File: src/socl_pkg.sv
// ============================================================================
// socl_pkg
// Shared widths, command and status codes for the score-ordered candidate list.
// ============================================================================
package socl_pkg;

    localparam int CMD_W      = 2;
    localparam int ID_PORT_W  = 16;
    localparam int SCORE_W    = 32;
    localparam int POS_W      = 6;
    localparam int RND_W      = 16;
    localparam int CNT_PORT_W = 7;
    localparam int STAT_W     = 2;

    typedef logic [CMD_W-1:0]  command_t;
    typedef logic [STAT_W-1:0] status_t;

    localparam command_t CMD_INSERT = 2'd0;
    localparam command_t CMD_READ   = 2'd1;
    localparam command_t CMD_PICK   = 2'd2;
    localparam command_t CMD_CLEAR  = 2'd3;

    localparam status_t ST_OK    = 2'd0;
    localparam status_t ST_EMPTY = 2'd1;
    localparam status_t ST_FULL  = 2'd2;
    localparam status_t ST_RANGE = 2'd3;

endpackage

File: src/socl_cmd_if.sv
// ============================================================================
// socl_cmd_if
// Command channel: valid/ready handshake with the command item fields.
// ============================================================================
interface socl_cmd_if
    import socl_pkg::*;
();
    logic                       valid;
    logic                       ready;
    command_t                   command;
    logic [ID_PORT_W-1:0]       item_id;
    logic signed [SCORE_W-1:0]  score;
    logic [POS_W-1:0]           position;
    logic [RND_W-1:0]           random_value;

    modport source (
        output valid, command, item_id, score, position, random_value,
        input  ready
    );

    modport sink (
        input  valid, command, item_id, score, position, random_value,
        output ready
    );
endinterface

File: src/socl_rsp_if.sv
// ============================================================================
// socl_rsp_if
// Result channel: valid/ready handshake with the result item fields.
// ============================================================================
interface socl_rsp_if
    import socl_pkg::*;
();
    logic                       valid;
    logic                       ready;
    logic [ID_PORT_W-1:0]       read_id;
    logic signed [SCORE_W-1:0]  read_score;
    logic [CNT_PORT_W-1:0]      entry_count;
    logic [ID_PORT_W-1:0]       head_id;
    logic [ID_PORT_W-1:0]       tail_id;
    status_t                    status;

    modport source (
        output valid, read_id, read_score, entry_count, head_id, tail_id, status,
        input  ready
    );

    modport sink (
        input  valid, read_id, read_score, entry_count, head_id, tail_id, status,
        output ready
    );
endinterface

File: src/score_ordered_candidate_list_top.sv
// ============================================================================
// score_ordered_candidate_list_top
// Candidate list kept sorted by signed Q16.16 score, highest first.
// ============================================================================
// Flow: clear, empty, full or range cases go straight to the result; read
//   adds a memory read; pick runs 16 remainder steps first; insert walks
//   from the tail, one entry per cycle, moving entries down (worst: all),
//   bound by the single memory write port; ready only while idle, one item at a time.
// Reset: count cleared at once, list empty; entry memories are not cleared.
// ============================================================================
module score_ordered_candidate_list_top
    import socl_pkg::*;
#(
    parameter int DEPTH   = 64,
    parameter int ID_BITS = 16
) (
    input  logic        clk,
    input  logic        rst_n,
    socl_cmd_if.sink    cmd,
    socl_rsp_if.source  rsp
);

    localparam int AW  = $clog2(DEPTH);
    localparam int CW  = $clog2(DEPTH + 1);
    localparam int IXW = (ID_BITS > ID_PORT_W) ? ID_BITS : ID_PORT_W;
    localparam int EW  = (CW > CNT_PORT_W) ? CW : CNT_PORT_W;
    localparam int PW  = (CW > POS_W) ? CW : POS_W;
    localparam int AXW = (AW > POS_W) ? AW : POS_W;
    localparam int BCW = $clog2(RND_W + 1);

    // Sequencer states
    localparam logic [2:0] S_IDLE   = 3'd0;
    localparam logic [2:0] S_MOD    = 3'd1;  // remainder steps for random pick
    localparam logic [2:0] S_SHIFT  = 3'd2;  // walk from tail, move entries down
    localparam logic [2:0] S_WRNEW  = 3'd3;  // new entry lands at the head
    localparam logic [2:0] S_RDWAIT = 3'd4;  // memory read data arriving
    localparam logic [2:0] S_RESULT = 3'd5;  // hand result to output register

    function automatic logic [ID_PORT_W-1:0] id_to_port(input logic [ID_BITS-1:0] v);
        logic [IXW-1:0] w;
        w = IXW'(v);
        return w[ID_PORT_W-1:0];
    endfunction

    // ------------------------------------------------------------------
    // Entry memories: one write and one registered read per cycle
    // ------------------------------------------------------------------
    logic [ID_BITS-1:0]         id_mem [DEPTH];
    logic signed [SCORE_W-1:0]  score_mem [DEPTH];

    logic                       wr_en;
    logic [AW-1:0]              wr_addr;
    logic [ID_BITS-1:0]         wr_id;
    logic signed [SCORE_W-1:0]  wr_score;
    logic [AW-1:0]              rd_addr;
    logic [ID_BITS-1:0]         rd_id_reg;
    logic signed [SCORE_W-1:0]  rd_score_reg;

    always_ff @(posedge clk)
    begin
        if (wr_en)
        begin
            id_mem[wr_addr]    <= wr_id;
            score_mem[wr_addr] <= wr_score;
        end
        rd_id_reg    <= id_mem[rd_addr];
        rd_score_reg <= score_mem[rd_addr];
    end

    // ------------------------------------------------------------------
    // Control and working registers
    // ------------------------------------------------------------------
    logic [2:0]                 state_reg, state_next;
    logic [CW-1:0]              count_reg, count_next;
    logic [ID_PORT_W-1:0]       head_reg, head_next;
    logic [ID_PORT_W-1:0]       tail_reg, tail_next;
    logic [AW-1:0]              idx_reg, idx_next;
    logic [CW-1:0]              rem_reg, rem_next;
    logic [RND_W-1:0]           rnd_reg, rnd_next;
    logic [BCW-1:0]             bit_cnt_reg, bit_cnt_next;
    logic [ID_BITS-1:0]         new_id_reg, new_id_next;
    logic signed [SCORE_W-1:0]  new_score_reg, new_score_next;
    logic [ID_PORT_W-1:0]       res_id_reg, res_id_next;
    logic signed [SCORE_W-1:0]  res_score_reg, res_score_next;
    status_t                    res_status_reg, res_status_next;

    // Output register
    logic                       out_valid_reg, out_valid_next;
    logic [ID_PORT_W-1:0]       out_id_reg, out_id_next;
    logic signed [SCORE_W-1:0]  out_score_reg, out_score_next;
    logic [CNT_PORT_W-1:0]      out_count_reg, out_count_next;
    logic [ID_PORT_W-1:0]       out_head_reg, out_head_next;
    logic [ID_PORT_W-1:0]       out_tail_reg, out_tail_next;
    status_t                    out_status_reg, out_status_next;

    // Input field views at the stored widths
    logic [IXW-1:0]             in_id_ext;
    logic [ID_BITS-1:0]         in_id;
    logic [AXW-1:0]             pos_ext;
    logic                       pos_out_of_range;
    logic [EW-1:0]              count_ext;

    // Remainder unit: one compare-subtract per cycle
    logic [CW:0]                mod_trial;
    logic [CW:0]                mod_diff;

    // Score comparator
    logic                       stored_greater;

    assign in_id_ext        = IXW'(cmd.item_id);
    assign in_id            = in_id_ext[ID_BITS-1:0];
    assign pos_ext          = AXW'(cmd.position);
    assign pos_out_of_range = PW'(cmd.position) >= PW'(count_reg);
    assign count_ext        = EW'(count_reg);

    assign mod_trial      = {rem_reg, rnd_reg[RND_W-1]};
    assign mod_diff       = mod_trial - {1'b0, count_reg};
    assign stored_greater = rd_score_reg > new_score_reg;

    assign cmd.ready = (state_reg == S_IDLE);

    always_comb
    begin
        state_next      = state_reg;
        count_next      = count_reg;
        head_next       = head_reg;
        tail_next       = tail_reg;
        idx_next        = idx_reg;
        rem_next        = rem_reg;
        rnd_next        = rnd_reg;
        bit_cnt_next    = bit_cnt_reg;
        new_id_next     = new_id_reg;
        new_score_next  = new_score_reg;
        res_id_next     = res_id_reg;
        res_score_next  = res_score_reg;
        res_status_next = res_status_reg;

        out_valid_next  = out_valid_reg;
        out_id_next     = out_id_reg;
        out_score_next  = out_score_reg;
        out_count_next  = out_count_reg;
        out_head_next   = out_head_reg;
        out_tail_next   = out_tail_reg;
        out_status_next = out_status_reg;

        wr_en    = 1'b0;
        wr_addr  = '0;
        wr_id    = '0;
        wr_score = '0;
        rd_addr  = '0;

        if (out_valid_reg && rsp.ready)
        begin
            out_valid_next = 1'b0;
        end

        case (state_reg)
            S_IDLE:
            begin
                if (cmd.valid)
                begin
                    new_id_next     = in_id;
                    new_score_next  = cmd.score;
                    res_id_next     = '0;
                    res_score_next  = '0;
                    res_status_next = ST_OK;
                    state_next      = S_RESULT;
                    case (cmd.command)
                        CMD_INSERT:
                        begin
                            if (count_reg == CW'(DEPTH))
                            begin
                                res_status_next = ST_FULL;
                            end
                            else if (count_reg == '0)
                            begin
                                wr_en      = 1'b1;
                                wr_id      = in_id;
                                wr_score   = cmd.score;
                                head_next  = id_to_port(in_id);
                                tail_next  = id_to_port(in_id);
                                count_next = CW'(1);
                            end
                            else
                            begin
                                // start the walk at the tail entry
                                idx_next   = AW'(count_reg - CW'(1));
                                rd_addr    = AW'(count_reg - CW'(1));
                                state_next = S_SHIFT;
                            end
                        end
                        CMD_CLEAR:
                        begin
                            count_next = '0;
                        end
                        CMD_READ:
                        begin
                            if (count_reg == '0)
                            begin
                                res_status_next = ST_EMPTY;
                            end
                            else if (pos_out_of_range)
                            begin
                                res_status_next = ST_RANGE;
                            end
                            else
                            begin
                                rd_addr    = pos_ext[AW-1:0];
                                state_next = S_RDWAIT;
                            end
                        end
                        default:
                        begin
                            // random pick
                            if (count_reg == '0)
                            begin
                                res_status_next = ST_EMPTY;
                            end
                            else
                            begin
                                rem_next     = '0;
                                rnd_next     = cmd.random_value;
                                bit_cnt_next = BCW'(RND_W);
                                state_next   = S_MOD;
                            end
                        end
                    endcase
                end
            end

            S_MOD:
            begin
                if (bit_cnt_reg == '0)
                begin
                    // remainder is below count, so always a valid index
                    rd_addr    = rem_reg[AW-1:0];
                    state_next = S_RDWAIT;
                end
                else
                begin
                    if (mod_trial >= {1'b0, count_reg})
                    begin
                        rem_next = mod_diff[CW-1:0];
                    end
                    else
                    begin
                        rem_next = mod_trial[CW-1:0];
                    end
                    rnd_next     = {rnd_reg[RND_W-2:0], 1'b0};
                    bit_cnt_next = bit_cnt_reg - BCW'(1);
                end
            end

            S_SHIFT:
            begin
                // rd_*_reg holds entry idx_reg
                wr_en   = 1'b1;
                wr_addr = idx_reg + AW'(1);
                if (stored_greater)
                begin
                    wr_id      = new_id_reg;
                    wr_score   = new_score_reg;
                    if (CW'(idx_reg) + CW'(1) == count_reg)
                    begin
                        tail_next = id_to_port(new_id_reg);
                    end
                    count_next = count_reg + CW'(1);
                    state_next = S_RESULT;
                end
                else
                begin
                    wr_id    = rd_id_reg;
                    wr_score = rd_score_reg;
                    if (idx_reg == '0)
                    begin
                        state_next = S_WRNEW;
                    end
                    else
                    begin
                        idx_next = idx_reg - AW'(1);
                        rd_addr  = idx_reg - AW'(1);
                    end
                end
            end

            S_WRNEW:
            begin
                wr_en      = 1'b1;
                wr_id      = new_id_reg;
                wr_score   = new_score_reg;
                head_next  = id_to_port(new_id_reg);
                count_next = count_reg + CW'(1);
                state_next = S_RESULT;
            end

            S_RDWAIT:
            begin
                res_id_next    = id_to_port(rd_id_reg);
                res_score_next = rd_score_reg;
                state_next     = S_RESULT;
            end

            S_RESULT:
            begin
                if (!out_valid_reg || rsp.ready)
                begin
                    out_valid_next  = 1'b1;
                    out_id_next     = res_id_reg;
                    out_score_next  = res_score_reg;
                    out_count_next  = count_ext[CNT_PORT_W-1:0];
                    out_head_next   = (count_reg == '0) ? '0 : head_reg;
                    out_tail_next   = (count_reg == '0) ? '0 : tail_reg;
                    out_status_next = res_status_reg;
                    state_next      = S_IDLE;
                end
            end

            default:
            begin
                state_next = S_IDLE;
            end
        endcase
    end

    always_ff @(posedge clk or negedge rst_n)
    begin
        if (!rst_n)
        begin
            state_reg     <= S_IDLE;
            count_reg     <= '0;
            out_valid_reg <= 1'b0;
        end
        else
        begin
            state_reg     <= state_next;
            count_reg     <= count_next;
            out_valid_reg <= out_valid_next;
        end
    end

    always_ff @(posedge clk)
    begin
        head_reg       <= head_next;
        tail_reg       <= tail_next;
        idx_reg        <= idx_next;
        rem_reg        <= rem_next;
        rnd_reg        <= rnd_next;
        bit_cnt_reg    <= bit_cnt_next;
        new_id_reg     <= new_id_next;
        new_score_reg  <= new_score_next;
        res_id_reg     <= res_id_next;
        res_score_reg  <= res_score_next;
        res_status_reg <= res_status_next;
        out_id_reg     <= out_id_next;
        out_score_reg  <= out_score_next;
        out_count_reg  <= out_count_next;
        out_head_reg   <= out_head_next;
        out_tail_reg   <= out_tail_next;
        out_status_reg <= out_status_next;
    end

    assign rsp.valid       = out_valid_reg;
    assign rsp.read_id     = out_id_reg;
    assign rsp.read_score  = out_score_reg;
    assign rsp.entry_count = out_count_reg;
    assign rsp.head_id     = out_head_reg;
    assign rsp.tail_id     = out_tail_reg;
    assign rsp.status      = out_status_reg;

    // ------------------------------------------------------------------
    // Assertions
    // ------------------------------------------------------------------
    a_count_bound: assert property (@(posedge clk) disable iff (!rst_n)
        count_reg <= CW'(DEPTH))
        else $error("entry count above depth");

    a_walk_in_list: assert property (@(posedge clk) disable iff (!rst_n)
        (state_reg == S_SHIFT) |-> (CW'(idx_reg) < count_reg))
        else $error("insert walk outside the list");

    a_write_bound: assert property (@(posedge clk) disable iff (!rst_n)
        wr_en |-> ((CW + 1)'(wr_addr) <= (CW + 1)'(count_reg)))
        else $error("entry write beyond new tail");

    a_clear_empties: assert property (@(posedge clk) disable iff (!rst_n)
        (cmd.valid && cmd.ready && cmd.command == CMD_CLEAR) |=> (count_reg == '0))
        else $error("clear left entries");

    a_result_waits: assert property (@(posedge clk) disable iff (!rst_n)
        (state_reg == S_RESULT && out_valid_reg && !rsp.ready) |=> (state_reg == S_RESULT))
        else $error("result overwrote an untaken item");

endmodule

File: src/flat_wrapper.sv
// flat-port wrapper written by rule: the top's interface ports become plain ports
module score_ordered_candidate_list_top_flat import socl_pkg::*;
#(
    parameter int DEPTH   = 64,
    parameter int ID_BITS = 16
)
  (clk, rst_n, cmd_valid, cmd_command, cmd_item_id, cmd_score, cmd_position, cmd_random_value, cmd_ready, rsp_valid, rsp_read_id, rsp_read_score, rsp_entry_count, rsp_head_id, rsp_tail_id, rsp_status, rsp_ready);
  socl_cmd_if cmd_i ();
  socl_rsp_if rsp_i ();
  input  logic clk;
  input  logic rst_n;
  input wire logic [$bits(cmd_i.valid)-1:0] cmd_valid;
  input wire logic [$bits(cmd_i.command)-1:0] cmd_command;
  input wire logic [$bits(cmd_i.item_id)-1:0] cmd_item_id;
  input wire logic [$bits(cmd_i.score)-1:0] cmd_score;
  input wire logic [$bits(cmd_i.position)-1:0] cmd_position;
  input wire logic [$bits(cmd_i.random_value)-1:0] cmd_random_value;
  output wire logic [$bits(cmd_i.ready)-1:0] cmd_ready;
  output wire logic [$bits(rsp_i.valid)-1:0] rsp_valid;
  output wire logic [$bits(rsp_i.read_id)-1:0] rsp_read_id;
  output wire logic [$bits(rsp_i.read_score)-1:0] rsp_read_score;
  output wire logic [$bits(rsp_i.entry_count)-1:0] rsp_entry_count;
  output wire logic [$bits(rsp_i.head_id)-1:0] rsp_head_id;
  output wire logic [$bits(rsp_i.tail_id)-1:0] rsp_tail_id;
  output wire logic [$bits(rsp_i.status)-1:0] rsp_status;
  input wire logic [$bits(rsp_i.ready)-1:0] rsp_ready;
  assign cmd_i.valid = cmd_valid;
  assign cmd_i.command = cmd_command;
  assign cmd_i.item_id = cmd_item_id;
  assign cmd_i.score = cmd_score;
  assign cmd_i.position = cmd_position;
  assign cmd_i.random_value = cmd_random_value;
  assign cmd_ready = cmd_i.ready;
  assign rsp_valid = rsp_i.valid;
  assign rsp_read_id = rsp_i.read_id;
  assign rsp_read_score = rsp_i.read_score;
  assign rsp_entry_count = rsp_i.entry_count;
  assign rsp_head_id = rsp_i.head_id;
  assign rsp_tail_id = rsp_i.tail_id;
  assign rsp_status = rsp_i.status;
  assign rsp_i.ready = rsp_ready;
  score_ordered_candidate_list_top #(.DEPTH(DEPTH), .ID_BITS(ID_BITS)) u_core (.clk(clk), .rst_n(rst_n), .cmd(cmd_i), .rsp(rsp_i));
endmodule
File: config.mk
export PLATFORM = sky130hd
export DESIGN_NAME = score_ordered_candidate_list_top_flat
export DESIGN_NICKNAME = d
export VERILOG_FILES = /design/src/socl_pkg.sv /design/src/socl_cmd_if.sv /design/src/socl_rsp_if.sv /design/src/score_ordered_candidate_list_top.sv /design/src/flat_wrapper.sv
export SDC_FILE = /design/constraint.sdc
export NUM_CORES = 2
export LEC_CHECK = 0
export BUFFER_PORTS_ARGS = -buffer_cell sky130_fd_sc_hd__buf_4
export CORE_AREA = 2 2 577 579
export DETAILED_ROUTE_END_ITERATION = 8
export DIE_AREA = 0 0 579 581
export PLACE_DENSITY = 0.64
export SLEW_MARGIN = 20
export SYNTH_ARGS = -nofsm -noshare
export SYNTH_HDL_FRONTEND = slang
export SYNTH_SLANG_ARGS = --single-unit
File: constraint.sdc
create_clock -name clk -period 5.6 [get_ports clk]
set_input_delay 1.12 -clock clk [delete_from_list [all_inputs] [get_ports clk]]
set_output_delay 1.12 -clock clk [all_outputs]
set_load 0.01 [all_outputs]
Word level (Yosys, flattened, before mapping)
Memories as Yosys holds them, arrays and structs flattened. A register that Yosys moved wholly into a read port is not among the register bits.
Index checks and enable logic that the tools add are counted.
{"block": "word_totals", "register_bits": 264, "latch_bits": 0, "mem_bits_rw": 3072, "rom_bits": 0, "inputBits": 76, "word_cells": 174, "memories": 2}
{"memory": "u_core.score_mem", "words": 64, "word_bits": 32, "read_ports": 1, "rd_clocked_by_memory_dff": 1, "write_ports": 1, "line": "score_ordered_candidate_list_top.sv:49", "source": "logic signed [SCORE_W-1:0] score_mem [DEPTH];"}
{"memory": "u_core.id_mem", "words": 64, "word_bits": 16, "read_ports": 1, "rd_clocked_by_memory_dff": 1, "write_ports": 1, "line": "score_ordered_candidate_list_top.sv:48", "source": "logic [ID_BITS-1:0] id_mem [DEPTH];"}
{"block": "classes", "add_sub_neg": 7, "n_mul": 0, "div": 0, "n_lt_le_gt_ge": 3, "n_eq_ne": 26, "shifts": 0, "mux": 91, "n_bitwise": 0, "n_reduce_logical": 25}
{"op": "two-way mux 16 bit", "n": 16}
{"op": "two-way mux 32 bit", "n": 6}
{"op": "one-hot mux 16 bit (2 select lines)", "n": 4}
{"op": "one-hot mux 32 bit (3 select lines)", "n": 1}
{"op": "two-way mux 6 bit", "n": 15}
{"op": "one-hot mux 32 bit (2 select lines)", "n": 1}
{"op": "two-way mux 7 bit", "n": 9}
{"op": "one-hot mux 16 bit (3 select lines)", "n": 1}
{"op": "greater-than comparator 32 bit", "n": 1}
{"op": "one-hot mux 7 bit (2 select lines)", "n": 2}
{"op": "two-way mux 3 bit", "n": 9}
{"op": "one-hot mux 6 bit (2 select lines)", "n": 2}
{"op": "one-hot mux 7 bit (3 select lines)", "n": 1}
{"op": "two-way mux 5 bit", "n": 4}
{"op": "one-hot mux 6 bit (3 select lines)", "n": 1}
{"op": "one-hot mux 3 bit (5 select lines)", "n": 1}
{"op": "!= test 2 bit, second input constant", "n": 7}
{"op": "AND reduction 7 bit", "n": 2}
{"op": "!= test 2 x 1 -> 1 bit, second input constant", "n": 6}
{"op": "subtractor 6 x 1 -> 6 bit, second input constant", "n": 2}
{"op": "two-way mux 1 bit", "n": 11}
{"op": "one-hot mux 5 bit (2 select lines)", "n": 1}
{"op": "AND reduction 5 bit", "n": 2}
{"op": "one-hot mux 3 bit (3 select lines)", "n": 1}
{"op": "35 further kinds", "n": 46}

Longest topological paths before layout
{"block": "depth", "ltp_word": 8, "depth_mapped": 19, "mapped_depth_nobuf": 13}

Worst setup path before layout
OpenSTA, ideal clock, no wires.
{"block": "synth_path", "kind": "input port to flip-flop", "from": "in cmd_valid", "to": "mem u_core.id_mem[16][0] (enable)", "setup_time_ns": 0.454, "t_arrival_ns": 4.911, "setup_slack_ns": 0.235, "path_stages": 7, "n_path_buf": 2, "path_cell_list": "and2_1 > buf_2 > nand2_1 > nor2_1 > clkbuf_1 > nor2_1 > nor2_1"}
{"block": "synth_between", "elab_chain_len": 4}
{"item": "start: declaration", "line": "flat_wrapper.sv:12", "source": "input wire logic [$bits(cmd_i.valid)-1:0] cmd_valid;"}
{"item": "two-way mux 1 bit", "line": "score_ordered_candidate_list_top.sv:160", "source": "if (cmd.valid)"}
{"item": "one-hot mux 1 bit (2 select lines)", "line": "score_ordered_candidate_list_top.sv:157", "source": "case (state_reg)"}
{"item": "two-way mux 1 bit", "line": "score_ordered_candidate_list_top.sv:61", "source": "if (wr_en)"}
{"item": "two-way mux 1 bit (implied by the code)", "line": "score_ordered_candidate_list_top.sv:63", "source": "id_mem[wr_addr] <= wr_id;"}
{"item": "end: declaration", "line": "score_ordered_candidate_list_top.sv:48"}
Every way passes these cells.

Worst setup path in the final report
{"block": "layout_path", "from": "reg u_core.rd_score_reg[21] (read register of u_core.score_mem)", "to": "reg u_core.rd_score_reg[6] (read register of u_core.score_mem)"}
{"block": "layout_between", "elab_chain_len": 3}
{"item": "start: declaration", "line": "score_ordered_candidate_list_top.sv:57", "source": "logic signed [SCORE_W-1:0] rd_score_reg;"}
{"item": "greater-than comparator 32 bit", "line": "score_ordered_candidate_list_top.sv:118", "source": "assign stored_greater = rd_score_reg > new_score_reg;"}
{"item": "two-way mux 6 bit", "line": "score_ordered_candidate_list_top.sv:259", "source": "if (stored_greater)"}
{"item": "one-hot mux 6 bit (3 select lines)", "line": "score_ordered_candidate_list_top.sv:157"}
Every way passes these cells.
A chain may end at the register's enable or synchronous reset.

==> impl_summary.txt <==
----------------------------------------------------
[Yosys]
  Share of the synthesized area in the top cell type ... 76.0%
  Netlist cell types ... 68
  Net count of the mapped netlist ... 8515
  Number of enable flip-flop cells after synthesis ... 3325
  Mean instance size in the synthesized netlist ... between 15 and 20 µm²
  Number of flip-flops and latches in the synthesized netlist ... 3384
  Post-Syn Area ... 0.131 mm²
  Share of async-settable or async-resettable flops after synthesis ... 0.325%
  Largest cells by area after synthesis ... sky130_fd_sc_hd__edfxtp_1 76%, sky130_fd_sc_hd__mux2i_1 5.6%, sky130_fd_sc_hd__nand2_1 4.2%
  Register area share after synthesis ... 76.9%
  Yosys warns ... 0
  Cell taking the most area after synthesis ... sky130_fd_sc_hd__edfxtp_1
  Gate count after technology mapping ... 8381
  Top flip-flop cell by instance count after synthesis ... sky130_fd_sc_hd__edfxtp_1

[Worst setup path]
  Cell seen most often among critical-path stages ... sky130_fd_sc_hd__buf_4
  Crit path cell chain ... ha_1 > nand4_1 > nor3_1 > a211oi_1 > nand2_1 > nand4b_1 > buf_4 > and3_1 > buf_4 > nand3_4 > buf_4 > buf_4 > o22ai_1 > o41ai_1 > nand2_1 > a211o_1
  Cell type of the slowest stage on the worst timing path ... sky130_fd_sc_hd__dfxtp_1
  Critical path buffers and inverters ... 4
  CP Data Required Time ... 6.33 ns
  Startpoint types ... register
  CP peak stage delay ... ~0.84 ns
  Endpoint arrival time on the critical path ... 6.18 ns
  Family with the most delay on the worst path ... compound AO/OA/AOI/OAI gates
  Largest fanout on the critical path ... 15
  Type of destination of the critical path ... register
  Critical Setup Path Class ... reg -> reg

[Power]
  Leakage power summed over all cells ... 0.0501 µW
  Design internal power ... 44400 µW
  VDD IR-drop max ... ~0.27 mV
  PnR Total Power ... 60000 µW
  Net Sw Power ... 15600 µW
  Share of total power in combinational logic ... 13.3%
  Power density over cell area ... 392 mW/mm²
  Share of power burned in the clock network ... between 30% and 40%
  Switching part of the total power ... 26.0%
  Power share of the sequential group ... 50.0%

[Worst hold path]
  Worst hold path type ... in -> async

[Routing]
  Number of vias after detailed routing ... 79300
  Final routed wire length divided by cell count ... around 28 µm
  Final wirelength ... 378 mm
  Starting DRT DRC Count ... 10600
  Via/cell ratio ... 5.88
  Number of search-and-repair iterations in the first detailed-routing pass ... 8
  Number of antenna-violating nets in the routed design ... 0
  Detailed-route DRC error count ... 0

[STA]
  Fin Setup TNS ... 0 ns
  Total of endpoints with negative setup slack in the final report ... 0
  Time the worst path needs with I/O delays and setup ... 5.46 ns
  Least-Margin Pin Slew ... between 1 and 1.5 ns
  Worst relative slew slack ... 27.4%
  Final number of max-transition violations ... 0
  Hold Violations, Final ... 0
  Setup skew after layout ... 0.0518 ns
  Maximum operating frequency ... 183 MHz
  Unrepaired setup endpoints after global routing ... false
  Final critical-path share of the clock period ... 97.4%

[CTS]
  Hold-fix buffer count after cts ... 0
  CTS tree ... done
  Cell chosen for the clock root ... sky130_fd_sc_hd__clkbuf_16
  Total CTS buffers ... 335
  Number of buffers added for setup after CTS ... 0
  Number of sinks on the clock net ... between 3000 and 4000
  Maximum clock insertion buffer count ... 4
  Maximum level of the CTS H-tree ... 5
  Insertion delay to the later sink of the worst-skew pair ... 0.90 ns
  Reg clk slew, reported paths ... 0.06 ns

[Floorplan]
  Core Region ... ~0.33 mm²
  Site Rows ... 211
  Initial Util ... between 30% and 40%
  Count of pins on the block boundary ... 167
  Floorplan die height ... 581 µm
  Die area ... ~0.34 mm²
  Die X-Extent ... ~580 µm

[Layout]
  Final layout net count ... 8972
  Register name with the most flops ... u_core.score_mem
  Final Cell Area ... 0.153 mm²
  Max reg flops ... 2048
  Cell Count, Final, Fillers Out ... 13500
  Largest registers ... u_core.score_mem (2048), u_core.id_mem (1024)
  Area delta synth->final ... 16.4%
  Fraction of final layout cells sized beyond drive strength 1 ... 13.9%

[Global routing]
  Number of antenna violations at the first check in global routing ... 21
  Overall track demand over capacity in global routing ... 21.8%
  Met3 GRT Util ... about 4.7%
  Layer carrying the most global-route usage ... met2
  Maximum number of pins on one net before global-route repair ... ~150
  Grt met1 use ... about 30%
  GR Overflow Total ... 0
  Wire length of the first global-routing pass ... 538 mm
  Vias in the first global route ... 76200
  Met2 GRT Util ... 34.7%

[Job]
  Number of maximum-capacitance violations ... 0

[Place]
  Placer's final routability congestion estimate ... about 0.86
  Detail Placement HPWL ... 219 mm
  Number of cells after detailed placement ... about 13000
  Placed standard-cell area ... approximately 0.14 mm²
  Port Buf Inserts ... about 170

[Run status]
  Status ... completed

----------------------------------------------------
[power groups by stage]
| stage | registers, µW | clock network [µW] | logic [µW] |
|---|---|---|---|
| floorplan | 29900 | 0 | 4520 |
| global placement | 30400 | 0 | 7640 |
| detailed placement | 30500 | 0 | 7800 |
| CTS | 29900 | 22200 | 7840 |
| global route | 30000 | 23200 | 8500 |
| finish | 30000 | 22000 | 7950 |
[per-layer routing]
metal	vias up	part of all wire, %	wire length [µm]
met5	-	0.0048	18
met2	4430	47	177000
met4	4	2.9	10800
met1	40500	40	150000
li1	33700	-	-
met3	677	11	40300
[cell usage after synthesis (all sizes together), types with 12 or more instances]
master	count
edfxtp	3325
nand2	1463
mux2i	735
a21oi	450
a32oi	396
o22ai	358
clkbuf	327
buf	218
a22oi	157
nor2	153
inv	102
o41ai	70
nand3	67
and3	59
ha	57
a222oi	50
dfxtp	48
o21ai	44
a211o	37
and2	37
o221ai	24
nor3	20
mux2	18
xnor2	18
nand4	16
nor4	12
[stage by stage]
step                hold WS (ns)  setup slack, ns  util [%]
finish                    0.0782            0.144      46.4
floorplan                  0.400            0.235         -
detailed placement         0.407           0.0456      43.1
CTS                       0.0336            0.148      46.4
global placement           0.408           -0.111      43.1
global route              0.0645           0.0200      46.4
[path summary, 6_finish.rpt]
| check | start | end | slack, ns | cells after the start |
|---|---|---|---|---|
| min in group clk | u_core.res_score_reg[7] | u_core.rsp.read_score[7] | 0.42 | 0 |
| max in group asynchronous | rst_n | u_core.state_reg[2] | 5.35 | 1 |
| max | u_core.rd_score_reg[21] | u_core.rd_score_reg[6] | 0.14 | 16 |
| min reg2reg | u_core.res_score_reg[7] | u_core.rsp.read_score[7] | 0.42 | 0 |
| max reg2reg | u_core.rd_score_reg[21] | u_core.rd_score_reg[6] | 0.14 | 16 |
| min | rst_n | u_core.state_reg[0] | 0.08 | 1 |
[cells by family (layout without fill, tap and decap cells)]
logic type	after synthesis	after routing	share of synthesized area [%]
multiplexers	755	755	5.79
XOR/XNOR	28	28	0.187
AO/OA/AOI/OAI	1644	1644	8.76
buffers and inverters	647	1378	2.04
adder cells (fa/ha/maj)	58	58	0.558
AND/OR/NAND/NOR	1865	1865	5.74
flip-flops	3384	3384	76.9
other	0	18	0
[final cells by class]
type | count | area, µm²
Inverter | 102 | 384
Clock buffer | 437 | 9070
Fill cell | 27600 | 177000
Tap cell | 4366 | 5460
Timing Repair Buffer | 665 | 6890
Antenna cell | 18 | 45.0
Clock inverter | 174 | 1620
Multi-Input combinational cell | 4350 | 28400
Sequential cell | 3384 | 101000
[cell usage in the layout (no fill, tap or decap), drive strengths merged, types with 12 or more instances in the layout]
master,Yosys,final
edfxtp,3325,3325
bufinv,0,25
nand2,1463,1463
inv,102,88
dfxtp,48,48
mux2,18,18
o221ai,24,24
clkinv,0,152
a211o,37,37
nand4,16,16
nor2,153,153
a32oi,396,396
a22oi,157,157
ha,57,57
nand3,67,67
nor3,20,20
clkbuf,327,437
buf,218,665
and2,37,37
a222oi,50,50
o21ai,44,44
xnor2,18,18
and3,59,59
mux2i,735,735
nor4,12,12
o41ai,70,70
a21oi,450,450
diode,0,18
o22ai,358,358
[what timing repair did]
action	4_1_cts	5_1_grt
setup endpoints to repair	0	10
hold endpoints to repair	0	0
resized for setup	0	6
Power figures use the tool's default switching activity.
